File: config.mk
export PLATFORM = sky130hd
export DESIGN_NAME = preset_crc_engine
export DESIGN_NICKNAME = d
export VERILOG_FILES = /design/src/rtl/pce_pkg.sv /design/src/rtl/pce_crc_update.sv /design/src/rtl/preset_crc_engine.sv
export SDC_FILE = /design/constraint.sdc
export NUM_CORES = 1
export LEC_CHECK = 0
export BUFFER_PORTS_ARGS = -buffer_cell sky130_fd_sc_hd__buf_2
export CORE_MARGIN = 10
export CORE_UTILIZATION = 60
export CTS_BUF_LIST = sky130_fd_sc_hd__clkbuf_8
export CTS_CLUSTER_DIAMETER = 30
export DETAILED_ROUTE_END_ITERATION = 10
export GPL_ROUTABILITY_DRIVEN = 0
export PLACE_DENSITY = 0.81
export SYNTH_ARGS = -nofsm -noshare
export SYNTH_HDL_FRONTEND = slang
export SYNTH_HIERARCHICAL = 1
export SYNTH_SLANG_ARGS = --single-unit
File: constraint.sdc
create_clock -name clk -period 17.3 [get_ports clk]
set_clock_uncertainty 0.1 [all_clocks]
set_input_delay 0.865 -clock clk [delete_from_list [all_inputs] [get_ports clk]]
set_output_delay 0.865 -clock clk [all_outputs]
set_load 0.05 [all_outputs]
File: src/rtl/pce_pkg.sv
// ---------------------------------------------------------------------------
// pce_pkg: shared types and preset table of the preset CRC engine
// Holds the CRC width codes, the preset descriptor and the lookup of the
// fifteen fixed CRC-8/16/32 presets, plus bit reflection helpers.
// ---------------------------------------------------------------------------
`default_nettype none

package pce_pkg;

	localparam int unsigned PresetW = 4;
	localparam int unsigned CrcW    = 32;
	localparam int unsigned ByteW   = 8;

	localparam logic [PresetW-1:0] PresetReset = 4'd13;
	localparam logic [PresetW-1:0] PresetMax   = 4'd14;

	// preset indexes
	localparam logic [PresetW-1:0] PrCrc8        = 4'd0;
	localparam logic [PresetW-1:0] PrCrc8Itu     = 4'd1;
	localparam logic [PresetW-1:0] PrCrc8Rohc    = 4'd2;
	localparam logic [PresetW-1:0] PrCrc8Maxim   = 4'd3;
	localparam logic [PresetW-1:0] PrCrc16Ibm    = 4'd4;
	localparam logic [PresetW-1:0] PrCrc16Maxim  = 4'd5;
	localparam logic [PresetW-1:0] PrCrc16Usb    = 4'd6;
	localparam logic [PresetW-1:0] PrCrc16Modbus = 4'd7;
	localparam logic [PresetW-1:0] PrCrc16Ccitt  = 4'd8;
	localparam logic [PresetW-1:0] PrCrc16CcittF = 4'd9;
	localparam logic [PresetW-1:0] PrCrc16X25    = 4'd10;
	localparam logic [PresetW-1:0] PrCrc16Xmodem = 4'd11;
	localparam logic [PresetW-1:0] PrCrc16Dnp    = 4'd12;
	localparam logic [PresetW-1:0] PrCrc32       = 4'd13;
	localparam logic [PresetW-1:0] PrCrc32Mpeg2  = 4'd14;

	typedef enum logic [1:0] {
		WIDTH_8,
		WIDTH_16,
		WIDTH_32
	} width_t;

	typedef struct packed {
		width_t            width;
		logic [CrcW-1:0]   poly;
		logic [CrcW-1:0]   init;
		logic              refin;
		logic              refout;
		logic [CrcW-1:0]   xorout;
	} preset_t;

	function automatic preset_t make_preset(width_t w, logic [CrcW-1:0] poly,
			logic [CrcW-1:0] init, logic refin, logic refout,
			logic [CrcW-1:0] xorout);
		preset_t p;
		p.width  = w;
		p.poly   = poly;
		p.init   = init;
		p.refin  = refin;
		p.refout = refout;
		p.xorout = xorout;
		return p;
	endfunction

	function automatic preset_t preset_lookup(logic [PresetW-1:0] idx);
		preset_t p;
		unique case (idx)
			PrCrc8:        p = make_preset(WIDTH_8, 32'h07, 32'h00, 1'b0, 1'b0, 32'h00);
			PrCrc8Itu:     p = make_preset(WIDTH_8, 32'h07, 32'h00, 1'b0, 1'b0, 32'h55);
			PrCrc8Rohc:    p = make_preset(WIDTH_8, 32'h07, 32'hff, 1'b1, 1'b1, 32'h00);
			PrCrc8Maxim:   p = make_preset(WIDTH_8, 32'h31, 32'h00, 1'b1, 1'b1, 32'h00);
			PrCrc16Ibm:    p = make_preset(WIDTH_16, 32'h8005, 32'h0000, 1'b1, 1'b1, 32'h0000);
			PrCrc16Maxim:  p = make_preset(WIDTH_16, 32'h8005, 32'h0000, 1'b1, 1'b1, 32'hffff);
			PrCrc16Usb:    p = make_preset(WIDTH_16, 32'h8005, 32'hffff, 1'b1, 1'b1, 32'hffff);
			PrCrc16Modbus: p = make_preset(WIDTH_16, 32'h8005, 32'hffff, 1'b1, 1'b1, 32'h0000);
			PrCrc16Ccitt:  p = make_preset(WIDTH_16, 32'h1021, 32'h0000, 1'b1, 1'b1, 32'h0000);
			PrCrc16CcittF: p = make_preset(WIDTH_16, 32'h1021, 32'hffff, 1'b0, 1'b0, 32'h0000);
			PrCrc16X25:    p = make_preset(WIDTH_16, 32'h1021, 32'hffff, 1'b1, 1'b1, 32'hffff);
			PrCrc16Xmodem: p = make_preset(WIDTH_16, 32'h1021, 32'h0000, 1'b0, 1'b0, 32'h0000);
			PrCrc16Dnp:    p = make_preset(WIDTH_16, 32'h3d65, 32'h0000, 1'b1, 1'b1, 32'hffff);
			PrCrc32:       p = make_preset(WIDTH_32, 32'h04c11db7, 32'hffffffff, 1'b1, 1'b1,
					32'hffffffff);
			PrCrc32Mpeg2:  p = make_preset(WIDTH_32, 32'h04c11db7, 32'hffffffff, 1'b0, 1'b0,
					32'h00000000);
			default:       p = make_preset(WIDTH_32, 32'h04c11db7, 32'hffffffff, 1'b1, 1'b1,
					32'hffffffff);
		endcase
		return p;
	endfunction

	function automatic logic [CrcW-1:0] width_mask(width_t w);
		logic [CrcW-1:0] m;
		unique case (w)
			WIDTH_8:  m = 32'h0000_00ff;
			WIDTH_16: m = 32'h0000_ffff;
			WIDTH_32: m = 32'hffff_ffff;
			default:  m = 32'hffff_ffff;
		endcase
		return m;
	endfunction

	function automatic logic [ByteW-1:0] reflect8(logic [ByteW-1:0] v);
		logic [ByteW-1:0] r;
		for (int i = 0; i < ByteW; i++) begin
			r[ByteW-1-i] = v[i];
		end
		return r;
	endfunction

	// reflect the low w bits of v, result right-aligned
	function automatic logic [CrcW-1:0] reflect_w(logic [CrcW-1:0] v, width_t w);
		logic [CrcW-1:0] r;
		logic [CrcW-1:0] o;
		for (int i = 0; i < CrcW; i++) begin
			r[CrcW-1-i] = v[i];
		end
		unique case (w)
			WIDTH_8:  o = r >> 24;
			WIDTH_16: o = r >> 16;
			WIDTH_32: o = r;
			default:  o = r;
		endcase
		return o;
	endfunction

endpackage

`default_nettype wire

File: src/rtl/pce_crc_update.sv
// ---------------------------------------------------------------------------
// pce_crc_update: one-byte CRC update and final CRC formatting
// Loads the initial value on a message start, folds one byte in MSB-first
// (eight unrolled shift steps) and forms the final CRC, reflected if refout is set, then XORed.
// ---------------------------------------------------------------------------
`default_nettype none

module pce_crc_update (
	input  wire pce_pkg::preset_t                 preset,
	input  wire logic                             start,
	input  wire logic [pce_pkg::CrcW-1:0]         rem_in,
	input  wire logic [pce_pkg::ByteW-1:0]        data,
	output logic      [pce_pkg::CrcW-1:0]         rem_out,
	output logic      [pce_pkg::CrcW-1:0]         crc_out
);

	logic [pce_pkg::CrcW-1:0] mask;

	assign mask = pce_pkg::width_mask(preset.width);

	always_comb begin
		logic [pce_pkg::CrcW-1:0]  rem;
		logic [pce_pkg::ByteW-1:0] b;
		logic                      topbit;
		rem = start ? preset.init : rem_in;
		rem = rem & mask;
		b = preset.refin ? pce_pkg::reflect8(data) : data;
		unique case (preset.width)
			pce_pkg::WIDTH_8:  rem = rem ^ {24'b0, b};
			pce_pkg::WIDTH_16: rem = rem ^ {16'b0, b, 8'b0};
			pce_pkg::WIDTH_32: rem = rem ^ {b, 24'b0};
			default:           rem = rem ^ {b, 24'b0};
		endcase
		for (int i = 0; i < pce_pkg::ByteW; i++) begin
			unique case (preset.width)
				pce_pkg::WIDTH_8:  topbit = rem[7];
				pce_pkg::WIDTH_16: topbit = rem[15];
				pce_pkg::WIDTH_32: topbit = rem[31];
				default:           topbit = rem[31];
			endcase
			rem = ((rem << 1) ^ (topbit ? preset.poly : '0)) & mask;
		end
		rem_out = rem;
	end

	always_comb begin
		logic [pce_pkg::CrcW-1:0] c;
		c = preset.refout ? pce_pkg::reflect_w(rem_out, preset.width) : rem_out;
		crc_out = (c ^ preset.xorout) & mask;
	end

endmodule

`default_nettype wire

File: src/rtl/preset_crc_engine.sv
// ---------------------------------------------------------------------------
// preset_crc_engine: byte-serial CRC engine with fifteen fixed presets
// Input register, combinational byte update against the running remainder,
// and an output register holding the finished CRC word.
// ---------------------------------------------------------------------------
// Throughput: one byte per cycle; a last byte waits in the input register while
//   the previous CRC word is stalled on the output.
// Path: the last byte is held in the input register, then its CRC word in the
//   output register, which drives out_valid and crc_value.
// The remainder feedback loops from rem_q through the combinational byte update.
// Reset: async, active low; clears valids and message state, preset = CRC-32.
// ---------------------------------------------------------------------------
`default_nettype none

module preset_crc_engine (
	input  wire logic                              clk,
	input  wire logic                              arst_n,
	input  wire logic                              crc_preset_we,
	input  wire logic [pce_pkg::PresetW-1:0]       crc_preset_wdata,
	input  wire logic                              in_valid,
	output logic                                   in_stall,
	input  wire logic [pce_pkg::ByteW-1:0]         data_byte,
	input  wire logic                              last_byte,
	output logic                                   out_valid,
	input  wire logic                              out_stall,
	output logic      [pce_pkg::CrcW-1:0]          crc_value
);

	logic [pce_pkg::PresetW-1:0] preset_q;
	logic                        s1_valid_q;
	logic [pce_pkg::ByteW-1:0]   data_s1;
	logic                        last_s1;
	logic [pce_pkg::CrcW-1:0]    rem_q;
	logic                        in_msg_q;
	logic                        out_valid_q;
	logic [pce_pkg::CrcW-1:0]    crc_q;

	logic                        in_accept;
	logic                        s1_adv;
	logic                        out_space;
	pce_pkg::preset_t            preset;
	logic [pce_pkg::CrcW-1:0]    rem_next;
	logic [pce_pkg::CrcW-1:0]    crc_next;

	always_ff @(posedge clk or negedge arst_n) begin
		if (!arst_n) begin
			preset_q <= pce_pkg::PresetReset;
		end else if (crc_preset_we && crc_preset_wdata <= pce_pkg::PresetMax) begin
			preset_q <= crc_preset_wdata;
		end
	end

	assign preset = pce_pkg::preset_lookup(preset_q);

	// a non-last word never needs output space
	assign out_space = !out_valid_q || !out_stall;
	assign s1_adv    = s1_valid_q && (!last_s1 || out_space);
	assign in_stall  = s1_valid_q && !s1_adv;
	assign in_accept = in_valid && !in_stall;

	always_ff @(posedge clk or negedge arst_n) begin
		if (!arst_n) begin
			s1_valid_q <= 1'b0;
		end else if (in_accept) begin
			s1_valid_q <= 1'b1;
		end else if (s1_adv) begin
			s1_valid_q <= 1'b0;
		end
	end

	always_ff @(posedge clk) begin
		if (in_accept) begin
			data_s1 <= data_byte;
			last_s1 <= last_byte;
		end
	end

	pce_crc_update u_update (
		.preset  (preset),
		.start   (!in_msg_q),
		.rem_in  (rem_q),
		.data    (data_s1),
		.rem_out (rem_next),
		.crc_out (crc_next)
	);

	always_ff @(posedge clk or negedge arst_n) begin
		if (!arst_n) begin
			rem_q    <= '0;
			in_msg_q <= 1'b0;
		end else if (s1_adv) begin
			rem_q    <= rem_next;
			in_msg_q <= !last_s1;
		end
	end

	always_ff @(posedge clk or negedge arst_n) begin
		if (!arst_n) begin
			out_valid_q <= 1'b0;
		end else if (s1_adv && last_s1) begin
			out_valid_q <= 1'b1;
		end else if (!out_stall) begin
			out_valid_q <= 1'b0;
		end
	end

	always_ff @(posedge clk) begin
		if (s1_adv && last_s1) begin
			crc_q <= crc_next;
		end
	end

	assign out_valid = out_valid_q;
	assign crc_value = crc_q;

	a_no_stall_when_empty: assert property (@(posedge clk) disable iff (!arst_n)
		!s1_valid_q |-> !in_stall)
		else $error("input stalled with empty input register");

	a_last_gives_word: assert property (@(posedge clk) disable iff (!arst_n)
		s1_adv && last_s1 |=> out_valid_q && !in_msg_q)
		else $error("last word did not produce a CRC word");

	a_msg_open: assert property (@(posedge clk) disable iff (!arst_n)
		s1_adv && !last_s1 |=> in_msg_q)
		else $error("message not marked open after non-last word");

	a_no_overwrite: assert property (@(posedge clk) disable iff (!arst_n)
		out_valid_q && out_stall |=> out_valid_q && $stable(crc_q))
		else $error("pending CRC word overwritten");

	a_preset_legal: assert property (@(posedge clk) disable iff (!arst_n)
		preset_q <= pce_pkg::PresetMax)
		else $error("illegal preset index stored");

endmodule

`default_nettype wire
==> flow_summary_export.csv <==
group,metric,value,unit
drt,drc,0,
critical_path,crit_top_cell,"buf_4",
yosys,synthDistinctLibCells,95,
cts,clk_latency,0.40,ns
drt,drt_iter0_markers,1442,
global_route,grt_pass1_vias,9091,
critical_path,cp.buffers_inverters,5,
final_layout,final_nets,1375,
cts,h-tree-depth,3,
yosys,ys_seq_area_share,20.4,%
timing,min_period,9.48,ns
cts,cts_tree,"built",
yosys,synth.area.top_cells,"xnor2_1 17%, edfxtp_1 11%, nand2_1 8.5%, dfrtp_1 8.3%, mux2i_1 7.1%",
timing,rsz0062_at_grt,"no",
die,row_count,49,
global_route,grtUsageTotal,26.4,%
yosys,synth_area_leader_cell,"xnor2_1",
yosys,ys_ff_latch,80,
cts,cts_max_path_buffers,2,
yosys,async_reset_ff_share,48.8,%
cts,cts.repair.resized,0,
global_route,grt-ovfl-total,0,
critical_path,required,17.35,ns
run_status,status,"complete, no violations",
timing,setup_tns,0,ns
yosys,synth_top_cell_area_share,17.4,%
yosys,syn_area,10900,µm²
timing,slew_viol_final,0,
timing,fmax,106,MHz
drt,antenna_left,0,
drt,wl_per_cell,20.8,µm
final_layout,multiInputGateArea,8230,µm²
final_layout,antenna_cells,0,
critical_path,crit_fanout,84,
die,core_area,17900,µm²
yosys,ys.flop_type,"edfxtp_1",
yosys,postSynthCellCount,1329,
die,start_util,60.7,%
drt,wirelength,32.9,mm
timing,setup_viol,0,
critical_path,cp-start-kind,"register",
critical_path,slowest_delay,0.93,ns
yosys,synth_warnings,6,
drt,viasPerCell,6.42,
die,io_pins,52,
die,dieArea,23900,µm²
cts,cts_setup_buffers,0,
timing,period_share,54.8,%
cts,root_buffer,"clkbuf_8",
critical_path,cp-end-kind,"register",
final_layout,syn_to_final_growth,5.64,%
critical_path,cp_slowest_cell,"nor4b_2",
global_route,grt_pass1_wl,51.1,mm
final_layout,drive_above_1_share,14.7,%
die,die_y,155,µm
place,hpwlAfterDp,23.8,mm
drt,dr.pass1.iters,6,
timing,tightest_slew,1.12,ns
global_route,antenna_found_initial,0,
critical_path,worstSetupPathType,"register to register",
global_route,grt_max_degree,85,
place,port_buffers,51,
flow_run,maxCapViolations,0,
worst_hold_path,hp-class,"register to register",
die,die_w,155,µm
yosys,synth_edf_count,41,
yosys,synth_most_common_cell,"nand2_1",
cts,cts.sinks,80,
yosys,syn_avg_cell_area,8.17,µm²
cts,cts-buffers-inserted,9,
drt,dr_total_vias,10200,
yosys,synthTopCellsByCount,"246 x nand2_1, 216 x xnor2_1, 77 x mux2i_1, 67 x clkbuf_1, 53 x nand2b_1",
cts,cts_hold_buf,0,
timing,maxSlewHeadroom,23.1,%
final_layout,fillers,1480,
critical_path,worstPathArrival,9.52,ns
final_layout,seqCellArea,2210,µm²
cts,path_clk_slew,0.11,ns
timing,hold_viol_final,0,
critical_path,cpLargestDelayFamily,"simple AND/OR/NAND/NOR gates",
==> routing by layer <==
metal  vias up  global-route usage [%]  routed length, µm
met5         -                       0                  0
met4         0                    11.8               1440
met3       111                    5.74               3730
met2       620                    40.9              15000
met1      4794                    34.5              12800
li1       4647                       -                  -
==> cell families (layout without fill, tap and decap cells) <==
family / Yosys count / count (layout) / synth area share, %
and+or+nand+nor: 587 / 587 / 29.2
xor gates and xnor gates: 255 / 255 / 21.1
AOI/OAI and AO/OA: 163 / 163 / 13.5
buffers and inverters: 148 / 119 / 6.34
muxes: 88 / 88 / 8.79
DFF: 80 / 80 / 20.4
adders and majority gates: 6 / 6 / 0.691
other: 2 / 58 / 0.0692
==> final cells by class <==
cell class	instances	area share, %
clock buffers	9	1.08
clock inverters	7	0.742
inverters	30	0.982
multi-input cells	1157	71.8
flip-flops and latches	80	19.3
well taps	229	2.50
repair buffers	73	3.67
==> registers in the layout, indices dropped and copies added, names as in the netlist <==
signal / cells
crc_value: 32
data_s1: 8
in_msg_q: 1
last_s1: 1
out_valid: 1
preset_q: 4
rem_q: 32
s1_valid_q: 1
==> layout by cell type, fill, tap and decap left out, types with 12 or more instances in the layout <==
master	n
nand2_1	246
xnor2_1	216
mux2i_1	77
conb_1	58
nand2b_1	53
buf_2	51
nor2_1	47
nand4_1	47
edfxtp_1	41
dfrtp_1	36
xor2_1	34
nand3_1	31
o211ai_2	30
inv_1	28
nor3_1	27
buf_4	22
and2_1	20
o31ai_1	18
nor4_1	17
a21oi_1	13
a31oi_1	13
nor4b_1	13
nor4b_2	12
==> final timing paths <==
kind                                    startpoint                 endpoint  slack [ns]  depth (start not counted)
max                        preset_q[3]$_DFFE_PN1P_  crc_value[11]$_DFFE_PP_        7.82                         25
min                          rem_q[16]$_DFFE_PN0P_    rem_q[16]$_DFFE_PN0P_        0.44                          2
max reg2reg                preset_q[3]$_DFFE_PN1P_  crc_value[11]$_DFFE_PP_        7.82                         25
min reg2reg                  rem_q[16]$_DFFE_PN0P_    rem_q[16]$_DFFE_PN0P_        0.44                          2
max in group asynchronous                   arst_n     rem_q[7]$_DFFE_PN0P_       16.05                          1
min in group asynchronous                   arst_n    out_valid$_DFFE_PN0P_        0.49                          1
==> through the flow <==
step | setup WS (ns) | hold slack [ns] | utilization, % | std cells | instance area (µm²)
2_1_floorplan | 9.49 | 0.387 | - | 1385 | 11100
3_3_place_gp | 8.39 | 0.405 | 62.9 | 1569 | 11300
3_5_place_dp | 8.07 | 0.417 | 62.9 | 1569 | 11300
4_1_cts | 8.05 | 0.438 | 64.1 | 1585 | 11500
5_1_grt | 7.21 | 0.466 | 64.1 | 1585 | 11500
6_report | 7.82 | 0.442 | 64.1 | 1585 | 11500
==> worst min-delay path, cell delays in order (launching register included) <==
cell and delay [ns]:
dfrtp_1 0.39, nand2b_1 0.08, o211ai_2 0.05
Power is not shown: default switching activity piles up to over one toggle a cycle in this logic, so the estimate is an artifact.
